===== src/fbtp_pkg.sv =====
// Package for the five-bit text packer.
// Holds the character set constants, the code and result types.
// No dependencies.
package fbtp_pkg;

	localparam int CodeWidth  = 5;
	localparam int ByteWidth  = 8;
	localparam int CountWidth = 3;
	localparam int PendWidth  = 7;
	localparam int AccWidth   = PendWidth + CodeWidth;

	// Command codes on the request channel
	localparam logic CmdChar  = 1'b0;
	localparam logic CmdFlush = 1'b1;

	// Accepted character bytes
	localparam logic [ByteWidth-1:0] CharLowA   = 8'h61;
	localparam logic [ByteWidth-1:0] CharLowZ   = 8'h7a;
	localparam logic [ByteWidth-1:0] CharSpace  = 8'h20;
	localparam logic [ByteWidth-1:0] CharComma  = 8'h2c;
	localparam logic [ByteWidth-1:0] CharPeriod = 8'h2e;
	localparam logic [ByteWidth-1:0] CharQuery  = 8'h3f;
	localparam logic [ByteWidth-1:0] CharQuote  = 8'h22;
	localparam logic [ByteWidth-1:0] CharBang   = 8'h21;

	// Symbol codes above the letters
	localparam logic [CodeWidth-1:0] CodeSpace  = 5'd26;
	localparam logic [CodeWidth-1:0] CodeComma  = 5'd27;
	localparam logic [CodeWidth-1:0] CodePeriod = 5'd28;
	localparam logic [CodeWidth-1:0] CodeQuery  = 5'd29;
	localparam logic [CodeWidth-1:0] CodeQuote  = 5'd30;
	localparam logic [CodeWidth-1:0] CodeBang   = 5'd31;

	// Mapped character: hit flag and 5-bit code
	typedef struct packed {
		logic                 hit;
		logic [CodeWidth-1:0] code;
	} fbtp_code_t;

	// One result on the byte channel
	typedef struct packed {
		logic [ByteWidth-1:0]  data_byte;
		logic                  byte_present;
		logic                  last;
		logic [CountWidth-1:0] pad_bits;
	} fbtp_result_t;

endpackage


===== src/fbtp_char_map.sv =====
// Character mapper for the five-bit text packer.
// Turns a raw character byte into a 5-bit code, or flags it as dropped.
// Depends on fbtp_pkg.
module fbtp_char_map (
	input  logic [7:0]          char_code,
	output fbtp_pkg::fbtp_code_t mapped
);
	import fbtp_pkg::*;

	// Letters by offset, symbols by table
	always_comb begin
		mapped = '0;
		case (char_code) inside
			[CharLowA:CharLowZ]: begin
				mapped.hit  = 1'b1;
				mapped.code = CodeWidth'(char_code - CharLowA);
			end
			CharSpace: begin
				mapped.hit  = 1'b1;
				mapped.code = CodeSpace;
			end
			CharComma: begin
				mapped.hit  = 1'b1;
				mapped.code = CodeComma;
			end
			CharPeriod: begin
				mapped.hit  = 1'b1;
				mapped.code = CodePeriod;
			end
			CharQuery: begin
				mapped.hit  = 1'b1;
				mapped.code = CodeQuery;
			end
			CharQuote: begin
				mapped.hit  = 1'b1;
				mapped.code = CodeQuote;
			end
			CharBang: begin
				mapped.hit  = 1'b1;
				mapped.code = CodeBang;
			end
			default: begin
				mapped = '0;
			end
		endcase
	end

endmodule


===== src/fbtp_pack.sv =====
// Bit accumulator for the five-bit text packer.
// Holds the leftover bits, forms each result and updates on every taken request.
// Depends on fbtp_pkg.
module fbtp_pack (
	input  logic                   clk,
	input  logic                   arst_n,
	input  logic                   take,
	input  logic                   cmd,
	input  fbtp_pkg::fbtp_code_t   mapped,
	output logic                   res_valid,
	output fbtp_pkg::fbtp_result_t res
);
	import fbtp_pkg::*;

	logic [PendWidth-1:0]  pending_bits_q;
	logic [CountWidth-1:0] pending_count_q;

	logic [AccWidth-1:0]   acc;
	logic [CountWidth:0]   cnt_sum;
	logic [CountWidth-1:0] cnt_left;
	logic [AccWidth-1:0]   keep_mask;
	logic [CountWidth-1:0] pad;
	logic [PendWidth-1:0]  bits_nxt;
	logic [CountWidth-1:0] count_nxt;
	logic                  upd;

	// Accumulate the new code below the pending bits
	assign acc       = {pending_bits_q, mapped.code};
	assign cnt_sum   = {1'b0, pending_count_q} + (CountWidth+1)'(CodeWidth);
	assign cnt_left  = cnt_sum[CountWidth-1:0];
	assign keep_mask = (AccWidth'(1) << cnt_left) - AccWidth'(1);
	assign pad       = CountWidth'(0) - pending_count_q;

	// Result and next state
	always_comb begin
		res       = '0;
		res_valid = 1'b0;
		bits_nxt  = pending_bits_q;
		count_nxt = pending_count_q;
		upd       = 1'b0;
		if (cmd == CmdFlush) begin
			upd              = 1'b1;
			res_valid        = 1'b1;
			res.last         = 1'b1;
			res.pad_bits     = pad;
			res.byte_present = (pending_count_q != '0);
			res.data_byte    = (pending_count_q != '0) ?
				ByteWidth'({1'b0, pending_bits_q} << pad) : '0;
			bits_nxt         = '0;
			count_nxt        = '0;
		end else if (mapped.hit) begin
			upd = 1'b1;
			if (cnt_sum[CountWidth]) begin
				// A full byte has gathered
				res_valid        = 1'b1;
				res.byte_present = 1'b1;
				res.data_byte    = ByteWidth'(acc >> cnt_left);
				bits_nxt         = PendWidth'(acc & keep_mask);
				count_nxt        = cnt_left;
			end else begin
				bits_nxt  = PendWidth'(acc);
				count_nxt = cnt_left;
			end
		end
	end

	// Leftover bit state
	always_ff @(posedge clk or negedge arst_n) begin
		if (!arst_n) begin
			pending_bits_q  <= '0;
			pending_count_q <= '0;
		end else if (take && upd) begin
			pending_bits_q  <= bits_nxt;
			pending_count_q <= count_nxt;
		end
	end

	// Bits above the fill count stay clear
	a_pend_clean: assert property (@(posedge clk) disable iff (!arst_n)
		(pending_bits_q >> pending_count_q) == '0)
		else $error("pending bits above count not clear");

	// A taken flush empties the accumulator
	a_flush_clears: assert property (@(posedge clk) disable iff (!arst_n)
		(take && cmd == CmdFlush) |=> (pending_count_q == '0 && pending_bits_q == '0))
		else $error("flush did not clear accumulator");

	// A byte comes out only when the count reaches eight, leaving fewer than five bits
	a_byte_wrap: assert property (@(posedge clk) disable iff (!arst_n)
		(take && cmd == CmdChar && mapped.hit && res_valid) |=>
		(pending_count_q < CountWidth'(CodeWidth)))
		else $error("count after byte out of range");

endmodule


===== src/five_bit_text_packer.sv =====
// Top level of the five-bit text packer.
// Request register, character mapper, accumulator and result register.
// Depends on fbtp_pkg, fbtp_char_map and fbtp_pack.
//
// Takes one request per cycle while char_stall is low: a character
// (cmd = 0) or an end-of-message flush (cmd = 1). Letters a-z and the
// symbols space , . ? " ! are packed as 5-bit codes, most significant
// bit first; any other byte is dropped and gives no result. A result
// is given whenever eight bits have gathered, and on every flush (with
// the leftover bits left-aligned and pad_bits set, last = 1). A request
// passes from the request register through the mapper and accumulator,
// which updates its leftover-bit register, into the result register
// that drives byte_valid. The result register holds while byte_stall
// is high, and one further request may wait in the request register
// before char_stall rises.
module five_bit_text_packer (
	input  logic       clk,
	input  logic       arst_n,
	input  logic       char_valid,
	output logic       char_stall,
	input  logic       cmd,
	input  logic [7:0] char_code,
	output logic       byte_valid,
	input  logic       byte_stall,
	output logic [7:0] data_byte,
	output logic       byte_present,
	output logic       last,
	output logic [2:0] pad_bits
);
	import fbtp_pkg::*;

	logic                 valid_s1;
	logic                 cmd_s1;
	logic [ByteWidth-1:0] char_s1;
	logic                 out_valid_q;
	fbtp_result_t         res_q;
	fbtp_code_t           mapped;
	fbtp_result_t         res;
	logic                 res_valid;
	logic                 advance;
	logic                 take;

	// Stage moves when the result register is free or being emptied
	assign advance    = !out_valid_q || !byte_stall;
	assign take       = valid_s1 && advance;
	assign char_stall = valid_s1 && !advance;

	// Request register
	always_ff @(posedge clk or negedge arst_n) begin
		if (!arst_n) begin
			valid_s1 <= 1'b0;
		end else if (char_valid && !char_stall) begin
			valid_s1 <= 1'b1;
		end else if (advance) begin
			valid_s1 <= 1'b0;
		end
	end

	always_ff @(posedge clk) begin
		if (char_valid && !char_stall) begin
			cmd_s1  <= cmd;
			char_s1 <= char_code;
		end
	end

	fbtp_char_map u_map (
		.char_code (char_s1),
		.mapped    (mapped)
	);

	fbtp_pack u_pack (
		.clk       (clk),
		.arst_n    (arst_n),
		.take      (take),
		.cmd       (cmd_s1),
		.mapped    (mapped),
		.res_valid (res_valid),
		.res       (res)
	);

	// Result register
	always_ff @(posedge clk or negedge arst_n) begin
		if (!arst_n) begin
			out_valid_q <= 1'b0;
		end else if (advance) begin
			out_valid_q <= take && res_valid;
		end
	end

	always_ff @(posedge clk) begin
		if (take && res_valid) begin
			res_q <= res;
		end
	end

	assign byte_valid   = out_valid_q;
	assign data_byte    = res_q.data_byte;
	assign byte_present = res_q.byte_present;
	assign last         = res_q.last;
	assign pad_bits     = res_q.pad_bits;

	// Mid-message results always carry a full byte and no pad
	a_mid_full: assert property (@(posedge clk) disable iff (!arst_n)
		(out_valid_q && !res_q.last) |-> (res_q.byte_present && res_q.pad_bits == '0))
		else $error("mid-message result without full byte");

	// Empty flush gives a zero byte and no pad
	a_empty_flush: assert property (@(posedge clk) disable iff (!arst_n)
		(out_valid_q && res_q.last && !res_q.byte_present) |->
		(res_q.data_byte == '0 && res_q.pad_bits == '0))
		else $error("empty flush result not zero");

	// A taken flush request always lands in the result register
	a_flush_out: assert property (@(posedge clk) disable iff (!arst_n)
		(take && cmd_s1 == CmdFlush) |=> (out_valid_q && res_q.last))
		else $error("flush result missing");

endmodule

===== config.mk =====
export PLATFORM = sky130hd
export DESIGN_NAME = five_bit_text_packer
export DESIGN_NICKNAME = d
export VERILOG_FILES = /design/src/fbtp_pkg.sv /design/src/fbtp_char_map.sv /design/src/fbtp_pack.sv /design/src/five_bit_text_packer.sv
export SDC_FILE = /design/constraint.sdc
export NUM_CORES = 1
export LEC_CHECK = 0
export ABC_AREA = 1
export BUFFER_PORTS_ARGS = -buffer_cell sky130_fd_sc_hd__buf_2
export CORE_MARGIN = 4
export CORE_UTILIZATION = 30
export DETAILED_ROUTE_END_ITERATION = 16
export PLACE_DENSITY = 0.58
export SLEW_MARGIN = 20
export SYNTH_ARGS = -nofsm -noshare
export SYNTH_HDL_FRONTEND = slang
export SYNTH_SLANG_ARGS = --single-unit

===== constraint.sdc =====
create_clock -name clk -period 3.04 [get_ports clk]
set_input_delay 0.152 -clock clk [delete_from_list [all_inputs] [get_ports clk]]
set_output_delay 0.152 -clock clk [all_outputs]
set_load 0.03 [all_outputs]

* Yosys cells after proc, flatten, opt, wreduce, memory -nomap -nowiden
Index checks and enable logic that the tools add are counted.
** Storage, ports and cells
- Bits of input ports :: 13
- Flip-flop bits (word level) :: 34
** Operators by class
- Equality and inequality tests :: 6
- Reduce and logical (&&, ||, !) cells :: 15
- Multiplexer cells :: 24
- Bitwise gates (word level) :: 1
- $lt $le $gt $ge :: 2
- Shifts and indexed selects :: 3
- $add $sub $neg :: 4
** Operators with widths (number)
- $eq A8 B6 Y1 const B :: 6
- $mux W6 :: 7
- $mux W9 :: 3
- $mux W7 :: 3
- $shr A12 B3 Y8 :: 1
- $ge A8 B7 Y1 const B :: 1
- $le A8 B7 Y1 const B :: 1
- $mux W8 :: 1
- $shl A7 B3 Y8 :: 1
- $and A7 B7 Y7 :: 1
- $mux W1 :: 7
- $shl A1 B3 Y7 const A :: 1
- $sub A7 B2 Y7 const B :: 1
- $logic_and A1 B1 Y1 :: 6
- $mux W3 :: 2
- $sub A5 B1 Y5 const B :: 1
- $add A3 B3 Y4 const B :: 1
- $logic_not A1 Y1 :: 4
- $mux W4 :: 1
- $reduce_bool A2 Y1 :: 2
- $reduce_bool A3 Y1 :: 1
- $sub A1 B3 Y3 const A :: 1
- $reduce_and A2 Y1 :: 1
- $logic_or A1 B1 Y1 :: 1

* Logic depth before layout (Yosys ltp)
Gate-level depths: netlist (run 1).
- Depth after elaboration :: 12
- Depth in mapped cells :: 14

* Cells and area by module
From an unflattened synthesis (run 1), not the netlist that was laid out.
** Second synthesis, totals
- Cell total of the unflattened synthesis :: 320
- Area total of the unflattened synthesis :: 2521.2 um^2
** Modules (own cells, without submodules)
- fbtp_pack :: instances 1, cells each 209, area an instance 1287.5 um^2
- five_bit_text_packer :: instances 1, cells each 37, area an instance 762.0 um^2
- fbtp_char_map :: instances 1, cells each 74, area an instance 471.7 um^2

* Worst setup path before layout (run 1)
OpenSTA, ideal clock, no wires.
- Path kind :: register -> register
- From :: register char_s1[0]
- To :: register res_q, in the netlist byte_present, enable pin
- Data required time :: 2.658 ns
- Buffers on the path :: 0
- Library setup time :: 0.382 ns
- Arrival time :: 1.926 ns
- Period minus slack after synthesis :: 2.308 ns
- Cell stages (with the launch flop) :: 13
- Path slack :: 0.732 ns
- Path through :: edfxtp_1 inv_1 ha_1 inv_1 nor2_1 o21ai_1 nand2_1 inv_2 nand2_4 nand2_4 nand2_1 nand2_1 nor2_1
** On the way
- Word-level cells in the longest chain between the ends :: 11
- Elaborated cells on any way between the ends :: 19
** RTL lines
- start: declaration :: RTL line five_bit_text_packer.sv:34 : logic [ByteWidth-1:0] char_s1;
- start signal: assignment :: RTL line five_bit_text_packer.sv:62 : char_s1 <= char_code;
- $eq A8 B6 Y1 (no line)
- $mux W6 (6 in a row) :: RTL line fbtp_char_map.sv:13 : case (char_code) inside
- $mux W6 * :: RTL line fbtp_char_map.sv:13
- $mux W1 * :: RTL line fbtp_pack.sv:51 : end else if (mapped.hit) begin
- $mux W1 * :: RTL line fbtp_pack.sv:41 : if (cmd == CmdFlush) begin
- $logic_and A1 B1 Y1 * :: RTL line five_bit_text_packer.sv:91 : if (take && res_valid) begin
- end signal: assignment :: RTL line five_bit_text_packer.sv:92 : res_q <= res;
- end: declaration :: RTL line five_bit_text_packer.sv:36 : fbtp_result_t res_q;
Mark *: on every way between the ends. The rest lies on a longest branch, timed or not.
A chain may end at the register's enable or synchronous reset.

* Worst setup path in the final report (run 1)
- From :: register u_pack.pending_count_q[0]
- To :: register u_pack.pending_bits_q[6]
** On the way
- Word-level cells in the longest chain between the ends :: 7
** RTL lines
- start: declaration :: RTL line fbtp_pack.sv:16 : logic [CountWidth-1:0] pending_count_q;
- start signal: assignment :: RTL line fbtp_pack.sv:74 : pending_count_q <= count_nxt;
- $add A3 B3 Y4 * :: RTL line fbtp_pack.sv:29 : assign cnt_sum = {1'b0, pending_count_q} + (CountWidth+1)'(CodeWidth);
- $shl A1 B3 Y7 :: RTL line fbtp_pack.sv:31 : assign keep_mask = (AccWidth'(1) << cnt_left) - AccWidth'(1);
- $sub A7 B2 Y7 :: RTL line fbtp_pack.sv:31
- $and A7 B7 Y7 :: RTL line fbtp_pack.sv:58 : bits_nxt = PendWidth'(acc & keep_mask);
- $mux W7 * :: RTL line fbtp_pack.sv:53 : if (cnt_sum[CountWidth]) begin
- $mux W7 * :: RTL line fbtp_pack.sv:51
- $mux W7 * :: RTL line fbtp_pack.sv:41
- end signal: assignment :: RTL line fbtp_pack.sv:73 : pending_bits_q <= bits_nxt;
- end: declaration :: RTL line fbtp_pack.sv:15 : logic [PendWidth-1:0] pending_bits_q;
Mark *: on every way between the ends. The rest lies on a longest branch, timed or not. The select of a mux whose other input is x is not followed.

==> flow_metrics.tcl, run 1 <==
set metrics [dict create \
    outcome "finished, final reports clean" \
    setup_viol 0 \
    final_antenna_net_count 0 \
    routed_wl_um 5350 \
    synth_top_family_by_area "simple AND/OR/NAND/NOR gates" \
    diodes 0 \
    synth.cell_area_sq_um 2320 \
    clock.fmax_ghz 0.425 \
    yosysSeqAreaShare_pct 41.4 \
    synth_mux_area_share_pct 0 \
    rows 31 \
    synth_simple_gate_area_share_pct 32.1 \
    cts_hold_buf 1 \
    cts_buffer_depth 2 \
    dp_worst_setup_slack_ps 731 \
    drt_iter0_drc 192 \
    skew_ps 10.9 \
    cts_tree "yes" \
    vias 2089 \
    crit_fanout 12 \
    synth_cells 308 \
    die_area_sq_um 9210 \
    critPathLaunchType "flop" \
    fin_nets 367 \
    timing.rr.end "u_pack.pending_bits_q[6]" \
    synth_compound_area_share_pct 10.8 \
    first_global_vias 1938 \
    p_per_area_nw_per_um2 638 \
    grt-ovfl-total 0 \
    cts_setup_buffers 0 \
    nFillCells 775 \
    startpoint "u_pack.pending_count_q[0]" \
    slew_violations 0 \
    grt_pass1_wl_um 9090 \
    first_pass_iters 4 \
    syn2layout_area_growth_pct 15.5 \
    end_kind "flop" \
    irDropWorstVdd_v 0.000281 \
    power_mw 1.71 \
    cts.sink_count 34 \
    setup_slack_ps 687 \
    drc 0 \
    worstReg2RegStart "u_pack.pending_count_q[0]" \
    dp_cells 432 \
    synth_fa_ha_area_share_pct 7.00 \
    synth-seq-cells 34 \
    synth_nets 334 \
    regToRegSetupSlack_ps 690 \
    finalHoldViolCount 0 \
    crit_end "u_pack.pending_bits_q[6]" \
    hold_path.class "primary input to flop" \
    detail_route.wl_per_cell_um 12.1 \
    critical_path_class "flop to flop" \
    die_w_um 96.0 \
    io_buffer_count 27 \
    cts.clk_slew.worst_paths_ps 70 \
    die_h_um 96.0 \
    post_cts_resized 0 \
    rr_worst_depth 11 \
    rsz0062_at_grt "no" \
    start_util_pct 31.5 \
    final_common_cell "nand2_1" \
    worstMarginPinSlew_ps 504 \
    clk_latency_ps 290 \
    cap_violations 0 \
    synth_xor_area_share_pct 0.754 \
    via_per_inst 4.74 \
    finalSetupTns_ps 0 \
    grt_max_degree 19 \
    syn_area_per_cell_sq_um 7.54 \
    max_slew_margin_pct 66.4 \
    final_cell_mix "nand2_1 (97), nand3_1 (41), inv_1 (36)" \
    p_leak_nw 1.30 \
    grt_antenna_before_repair 0 \
    fin_crit_sh_pct 77.4 \
    yosysWarnings 0 \
    drive_gt1_share_pct 16.1 \
    cts-root-buf "clkbuf_8" \
    ioPinCount 28 \
    cts_max_level 2 \
    gp_congestion 0.913 \
    fp.coreArea_sq_um 7370 \
    crit_arrival_ps 2510 \
    required_ps 3200 \
    hold_depth 1 \
    dp_hpwl_um 4250 \
    grt.total_usage_pct 12.8 \
    final_cells 441 \
    synth_cell_types 32 \
    period_needed_ps 2350 \
    numCtsBuffers 5 \
]
==> cell families after synthesis <==
logic type / count (synthesis)
xor gates and xnor gates: 2
AOI/OAI and AO/OA: 42
adders and majority gates: 13
buffers and inverters: 48
and+or+nand+nor: 169
DFF: 34
==> stage by stage <==
step | utilization [%] | cell area (sq um) | hold WS, ps
after detailed placement | 35.1 | 2590 | 49.3
after floorplan | - | 2320 | -144
final | 36.4 | 2680 | 27.9
after global placement | 35.1 | 2590 | 49.8
after CTS | 36.4 | 2680 | 16.6
after global routing | 36.4 | 2680 | 5.43
==> metal layers <==
| layer | GRT usage [%] | part of all wire (%) | wire (um) | vias to the layer above |
|---|---|---|---|---|
| met3 | 2.42 | 7.2 | 387 | 10 |
| met5 | 0 | 0 | 0 | - |
| met1 | 17.7 | 48 | 2540 | 925 |
| met4 | 5.33 | 1.8 | 97 | 0 |
| li1 | - | - | - | 1081 |
| met2 | 19.4 | 43 | 2320 | 73 |
==> final cells by class <==
cell class / instances / area [sq um] / share of cell area, %
clock buffers: 5 / 68.8 / 2.57
well taps: 99 / 124 / 4.62
inverters: 41 / 154 / 5.74
repair buffers: 33 / 183 / 6.81
clock inverters: 3 / 16.3 / 0.607
multi-input cells: 226 / 1170 / 43.8
flip-flops and latches: 34 / 961 / 35.8
==> how the worst min path moves through the flow <==
stage	start	endpoint	slack (ps)
4_1_cts	char_code[2]	char_s1[2]	20
3_3_place_gp	arst_n	u_pack.pending_count_q[1]	50
6_report	char_code[5]	char_s1[5]	30
5_1_grt	char_code[6]	char_s1[6]	5
3_5_place_dp	arst_n	u_pack.pending_count_q[1]	50
2_1_floorplan	arst_n	byte_valid	-140
==> cell usage after synthesis <==
cell | count | area share [%]
a31oi_1 | 3 | 0.81
o211ai_1 | 1 | 0.32
xor2_1 | 2 | 0.75
buf_2 | 2 | 0.43
edfxtp_1 | 22 | 28
nand4_1 | 3 | 0.81
nand2_2 | 1 | 0.27
nand3_1 | 41 | 8.8
buf_4 | 1 | 0.32
nand2_4 | 2 | 0.97
inv_1 | 36 | 5.8
o22ai_1 | 4 | 1.1
clkinv_1 | 1 | 0.16
ha_1 | 13 | 7.0
o21ai_1 | 2 | 0.43
nor2_2 | 5 | 1.3
nand2_1 | 97 | 16
nor2_8 | 1 | 0.86
a22oi_1 | 1 | 0.32
buf_1 | 1 | 0.16
a31oi_4 | 1 | 0.92
o311ai_0 | 1 | 0.38
inv_2 | 4 | 0.65
dfrtp_1 | 12 | 13
o21ai_0 | 20 | 4.3
nor4_1 | 1 | 0.27
nor2_1 | 17 | 2.7
a21oi_1 | 7 | 1.5
o21bai_1 | 1 | 0.32
clkbuf_1 | 3 | 0.48
or2_2 | 1 | 0.27
a21oi_2 | 1 | 0.38
==> report_power, final <==
part | switching [mW] | internal (mW)
sequential | 0.0489 | 0.560
clock | 0.168 | 0.157
combinational | 0.533 | 0.244
total | 0.749 | 0.961
==> sequential cells by signal (all words and copies together) (netlist names) <==
signal	cells
byte_present	1
byte_valid	1
char_s1	8
cmd_s1	1
data_byte	8
last	1
pad_bits	3
u_pack.pending_bits_q	7
u_pack.pending_count_q	3
valid_s1	1
==> worst max-delay path, stage by stage, from the launching register on <==
cell and delay [ps]:
dfrtp_1 530, clkinv_1 360, ha_1 360, nand2_1 110
ha_1 180, nand2_1 70, inv_1 80, nand3_1 100
nand3_1 80, nand2_1 40, o21ai_0 200, o22ai_1 100
Power figures use the tool's default switching activity.
==> run 2, diff against run 1 <==
- clock period: 3.04 -> 2.3 ns (I/O delays scaled with it)
==> run 2 against run 1 <==
Effect of this change: global-route usage increased by 0.28 points; register-to-register slack got worse by 540 ps; final cell count increased by 2.9%; clock power increased by 70%; maximum frequency increased by 9.3%; core utilization increased by 2.2 points; clock-buffer cell count increased by 1; critical path type unchanged.
==> flow_metrics.tcl, run 2 (synthesized netlist as in run 1, its figures left out) <==
set metrics [dict create \
    setup_viol 0 \
    placed_cell_area_sq_um 2620 \
    outcome "finished, final reports clean" \
    cts.sink_count 34 \
    final_common_cell "nand2_1" \
    period_needed_ps 2150 \
    power_mw 2.43 \
    cts_buffer_depth 2 \
    dr.max_layer_used "met4" \
    power.switching_mw 1.01 \
    drt_iter0_drc 122 \
    critPathLaunchType "flop" \
    dp_hpwl_um 4240 \
    routed_wl_um 5490 \
    vias 2134 \
    numCtsBuffers 5 \
    io_buffer_count 27 \
    clk_latency_ps 290 \
    drc 0 \
    grt-ovfl-total 0 \
    start_util_pct 31.5 \
    die_w_um 96.0 \
    grt_pass1_wl_um 9490 \
    diodes 0 \
    final_antenna_net_count 0 \
    critical_path_class "flop to flop" \
    finalSetupTns_ps 0 \
    clockPowerShare_pct 22.7 \
    grt_antenna_before_repair 0 \
    slew_violations 0 \
    wl_met1_um 2580 \
    final_cell_area_sq_um 2840 \
    ioPinCount 28 \
    syn2layout_area_growth_pct 22.5 \
    gp_congestion 0.889 \
    p_int_mw 1.41 \
    nFillCells 776 \
    rsz0062_at_grt "no" \
    required_ps 2310 \
    grt.total_usage_pct 13.1 \
    final_core_util_pct 38.6 \
    die_h_um 96.0 \
    final_cell_mix "nand2_1 (97), nand3_1 (41), inv_1 (35)" \
    multi_input_area_sq_um 1180 \
    die_area_sq_um 9210 \
    crit_fanout 13 \
    fin_nets 380 \
    sw_frac_of_total_pct 41.7 \
    p_per_area_nw_per_um2 853 \
    p_leak_nw 1.37 \
    skew_ps 7.78 \
    seqPwrFrac_pct 32.6 \
    crit_arrival_ps 2160 \
    grt_max_degree 19 \
    clock.fmax_ghz 0.464 \
    cts_max_level 2 \
    first_global_vias 2047 \
    cts_tree "yes" \
    fin_crit_sh_pct 93.6 \
    detail_route.wl_per_cell_um 12.1 \
    first_pass_iters 4 \
    cts-root-buf "clkbuf_8" \
    worstMarginPinSlew_ps 454 \
    end_kind "flop" \
    max_slew_margin_pct 69.7 \
    cap_violations 0 \
    cts.clk_slew.worst_paths_ps 70 \
    fp.coreArea_sq_um 7370 \
    via_per_inst 4.70 \
    drive_gt1_share_pct 17.5 \
    met2WireLength_um 2450 \
    hold_path.class "primary input to flop" \
    finalHoldViolCount 0 \
    ff_latch_area_sq_um 961 \
    comb_power_share_pct 44.7 \
    rows 31 \
    fin_hold_ws_ps 37.7 \
    dr_wl_met3_um 381 \
    irDropWorstVdd_v 0.000318 \
]
-- run 2: layout make-up --
type / instances / area share, %
Sequential cell: 34 / 33.8
Multi-Input combinational cell: 226 / 41.5
Inverter: 41 / 5.41
Clock buffer: 6 / 2.55
Timing Repair Buffer: 46 / 11.1
Tap cell: 99 / 4.36
Clock inverter: 2 / 1.32
-- run 2: power by group through the flow --
stage,clock network (mW),registers [mW],logic (mW)
2_1_floorplan,0,0.851,0.720
3_3_place_gp,0,0.805,1.05
3_5_place_dp,0,0.804,1.05
4_1_cts,0.567,0.792,1.07
5_1_grt,0.592,0.801,1.22
6_report,0.552,0.791,1.08
-- run 2: critical path: stages, from the launching register on --
cell and delay, ps:
edfxtp_1 440, inv_2 130, ha_1 160, inv_1 60, nor2_1 140, o21ai_1 90, nand2_1 110, inv_2 70
nand2_4 90, nand2_4 70, nand2_1 90, nand2_1 80, nor2_2 160, buf_12 160
-- run 2: final timing paths --
path                       cells past startpoint  slack [ps]                startpoint                         to
max reg2reg                                   13         150                char_s1[0]               data_byte[1]
min in group asynchronous                      2         230                    arst_n   u_pack.pending_bits_q[3]
min reg2reg                                    2         550  u_pack.pending_bits_q[4]   u_pack.pending_bits_q[4]
min                                            3          40                char_valid                   valid_s1
max in group asynchronous                      2        1850                    arst_n  u_pack.pending_count_q[0]
max                                           13         150                char_s1[0]               data_byte[1]
-- run 2: stage by stage --
stage / setup slack, ps / instances
after floorplan: 194 / 308
after global placement: 180 / 435
after detailed placement: 111 / 435
after CTS: 88.5 / 453
after global routing: 5.87 / 454
final: 147 / 454
-- run 2: repair_timing --
| action | in CTS | in global routing |
|---|---|---|
| hold endpoints to repair | 21 | 0 |
| resized for setup | 0 | 2 |
| hold buffers | 10 | 0 |
| setup endpoints to repair | 0 | 19 |
| setup buffers | 0 | 1 |
-- run 2: routing by layer --
metal	track usage (%)	vias up
met5	0	-
met4	5.69	0
met3	2.11	6
met2	20.3	73
met1	17.8	949
li1	-	1106
==> run 3, diff against run 2 <==
- ABC_AREA: 1 -> not set
- CTS_BUF_LIST: not set -> sky130_fd_sc_hd__clkbuf_16
==> run 3 against run 2 <==
Effect of this change: the run now ends with setup timing left; combinational power about the same; synthesized cell count is 14% lower; die area grew 4.5%; sequential share of layout area fell by 2.6 points; synthesized area grew 4.9%; largest cell class unchanged.
==> flow_metrics.tcl, run 3 <==
set metrics [dict create \
    final_cells 418 \
    synth_top_flop_cell "edfxtp_1" \
    final_antenna_net_count 0 \
    drt_iter0_drc 148 \
    regToRegSetupSlack_ps -20 \
    fin_crit_sh_pct 101 \
    period_needed_ps 2320 \
    ioPinCount 28 \
    synth_top_area_share_pct 27.1 \
    crit_path_cell_trace "ha_1 > and3_1 > o311a_1 > a32oi_2 > or3b_1 > a2bb2oi_2 > o22ai_1" \
    via_per_inst 5.11 \
    max_slew_margin_pct 66.9 \
    drive_gt1_share_pct 27.5 \
    crit_fanout 4 \
    cts_tree "yes" \
    p_per_area_nw_per_um2 814 \
    grt-ovfl-total 0 \
    synth_cell_types 50 \
    worstMarginPinSlew_ps 482 \
    routed_wl_um 5930 \
    crit_slowest_cell "edfxtp_1" \
    gp_congestion 0.858 \
    crit_end "data_byte[2]" \
    setup_viol 1 \
    required_ps 2310 \
    power.switching_mw 0.937 \
    fin_hold_ws_ps 21.8 \
    slowest_delay_ps 440 \
    cts.clk_slew.worst_paths_ps 50 \
    detail_route.wl_per_cell_um 14.2 \
    synth_nets 292 \
    rsz0062_at_grt "yes" \
    dp_worst_setup_slack_ps -70.8 \
    io_buffer_count 27 \
    fin_nets 341 \
    final_core_util_pct 39.4 \
    comb_power_share_pct 44.3 \
    slew_violations 0 \
    syn2layout_area_growth_pct 26.3 \
    finalSetupTns_ps -21.0 \
    power_mw 2.51 \
    p_leak_nw 1.28 \
    cts_max_level 2 \
    placed_cell_area_sq_um 2840 \
    sw_frac_of_total_pct 37.4 \
    grt_max_degree 30 \
    drc 0 \
    cts.sink_count 34 \
    yosysWarnings 0 \
    irDropWorstVdd_v 0.000401 \
    outcome "finished, violations left" \
    start_util_pct 31.2 \
    final_common_cell "buf_4" \
    finalHoldViolCount 0 \
    die_area_sq_um 9630 \
    syn_area_per_cell_sq_um 9.16 \
    first_pass_iters 4 \
    synth.cell_area_sq_um 2440 \
    rows 32 \
    diodes 0 \
    rr_worst_depth 7 \
    synth.top_cells.by_count "nand2_1 (25), edfxtp_1 (22), nor2_1 (21)" \
    ys_async_sr_fraction_pct 35.3 \
    final_cell_area_sq_um 3080 \
    yosysSeqAreaShare_pct 39.4 \
    dp_cells 405 \
    dp_hpwl_um 4470 \
    hold_path.class "primary input to flop" \
    numCtsBuffers 5 \
    synth_cells 266 \
    synth_top_cell_by_area "edfxtp_1" \
    vias 2137 \
    fp.coreArea_sq_um 7810 \
    synth-seq-cells 34 \
    skew_ps 8.44 \
    seqPwrFrac_pct 31.1 \
    failed_checks "setup timing" \
    critical_path_class "flop to flop" \
    clk_latency_ps 270 \
    startpoint "char_s1[0]" \
    synth.most_common_cell "nand2_1" \
    grt.total_usage_pct 12.1 \
    critPathLaunchType "flop" \
    grt_pass1_wl_um 9670 \
    p_int_mw 1.57 \
    final_cell_mix "buf_4 (30), buf_2 (27), nand2_1 (25)" \
    clock.fmax_ghz 0.431 \
    end_kind "flop" \
    timing.rr.end "data_byte[2]" \
    worstReg2RegStart "char_s1[0]" \
    die_h_um 98.1 \
    setup_slack_ps -21.0 \
    cts_buffer_depth 2 \
    synth_area_leaders "edfxtp_1 (27%), dfrtp_1 (12%), ha_1 (6.7%), nand2_1 (3.9%), o21ai_0 (3.5%)" \
    first_global_vias 1996 \
    crit_arrival_ps 2330 \
    grt_antenna_before_repair 0 \
    cts-root-buf "clkbuf_16" \
    clockPowerShare_pct 24.6 \
    die_w_um 98.1 \
    synth_edf_count 22 \
    cap_violations 0 \
]
run 3: cell types whose count changed in the layout (fill, tap and decap cells not counted), moves of 6 or more:
| cell | delta |
|---|---|
| inv_1 | -24 |
| nor3_1 | +8 |
| mux2i_1 | +7 |
| nor2_2 | -6 |
| nand3_1 | -35 |
| xnor2_1 | +6 |
| buf_4 | +22 |
| and2_1 | +8 |
| dlygate4sd3_1 | -9 |
| nand2_1 | -72 |
run 3: how the worst min path moves through the flow:
| stage | end | cells past startpoint | slack (ps) | from |
|---|---|---|---|---|
| 6_report | cmd_s1 | 1 | 20 | cmd |
| 5_1_grt | char_s1[5] | 1 | 10 | char_code[5] |
| 4_1_cts | cmd_s1 | 1 | 20 | cmd |
| 3_5_place_dp | u_pack.pending_count_q[0] | 1 | 20 | arst_n |
| 3_3_place_gp | u_pack.pending_count_q[0] | 1 | 10 | arst_n |
| 2_1_floorplan | byte_valid | 0 | -180 | arst_n |
run 3: cell families (layout without fill, tap and decap cells):
kind of cell | Yosys count | count (layout) | share of synthesized area, %
flops | 34 | 34 | 39.4
mux | 9 | 9 | 3.80
compound gates | 78 | 78 | 21.5
buf+inv | 29 | 79 | 5.24
fa+ha+maj | 13 | 13 | 6.68
simple gates | 93 | 93 | 19.7
xor+xnor | 10 | 10 | 3.60
run 3: worst max-delay path, delay by kind of cell (launching register included):
| kind | cells | cell delay, ps |
|---|---|---|
| adders and majority gates | 1 | 270 |
| AOI/OAI and AO/OA | 4 | 760 |
| and+or+nand+nor | 2 | 610 |
| DFF | 1 | 440 |
run 3: what timing repair did:
action                                  CTS  global route
pin swaps                                 1             6
hold buffers                              1             0
endpoints found under the hold margin    12             0
gates resized for setup                   5            12
endpoints found under the setup margin    4            20
buffers inserted                          2             2
run 3: power by group through the flow:
stage / combinational [mW] / clock (mW) / sequential (mW)
after floorplan: 0.729 / 0 / 0.820
after global placement: 1.05 / 0 / 0.790
after detailed placement: 1.06 / 0 / 0.790
after CTS: 1.08 / 0.634 / 0.778
after global routing: 1.23 / 0.667 / 0.787
final: 1.11 / 0.617 / 0.779
run 3: final cells by class:
class / instances / area, sq um
inverter: 11 / 41.3
multi-input combinational: 203 / 1410
sequential: 34 / 961
fill: 804 / 4730
tap: 102 / 128
clock buffer: 5 / 125
timing repair buffer: 60 / 402
clock inverter: 3 / 12.5
run 3: metal layers:
| layer | global-route usage [%] | vias to the layer above | share of wire [%] |
|---|---|---|---|
| li1 | - | 1064 | - |
| met1 | 16.3 | 1018 | 46 |
| met2 | 20.1 | 51 | 49 |
| met3 | 2.93 | 4 | 4.8 |
| met4 | 1.92 | 0 | 0.76 |
| met5 | 0 | - | 0 |
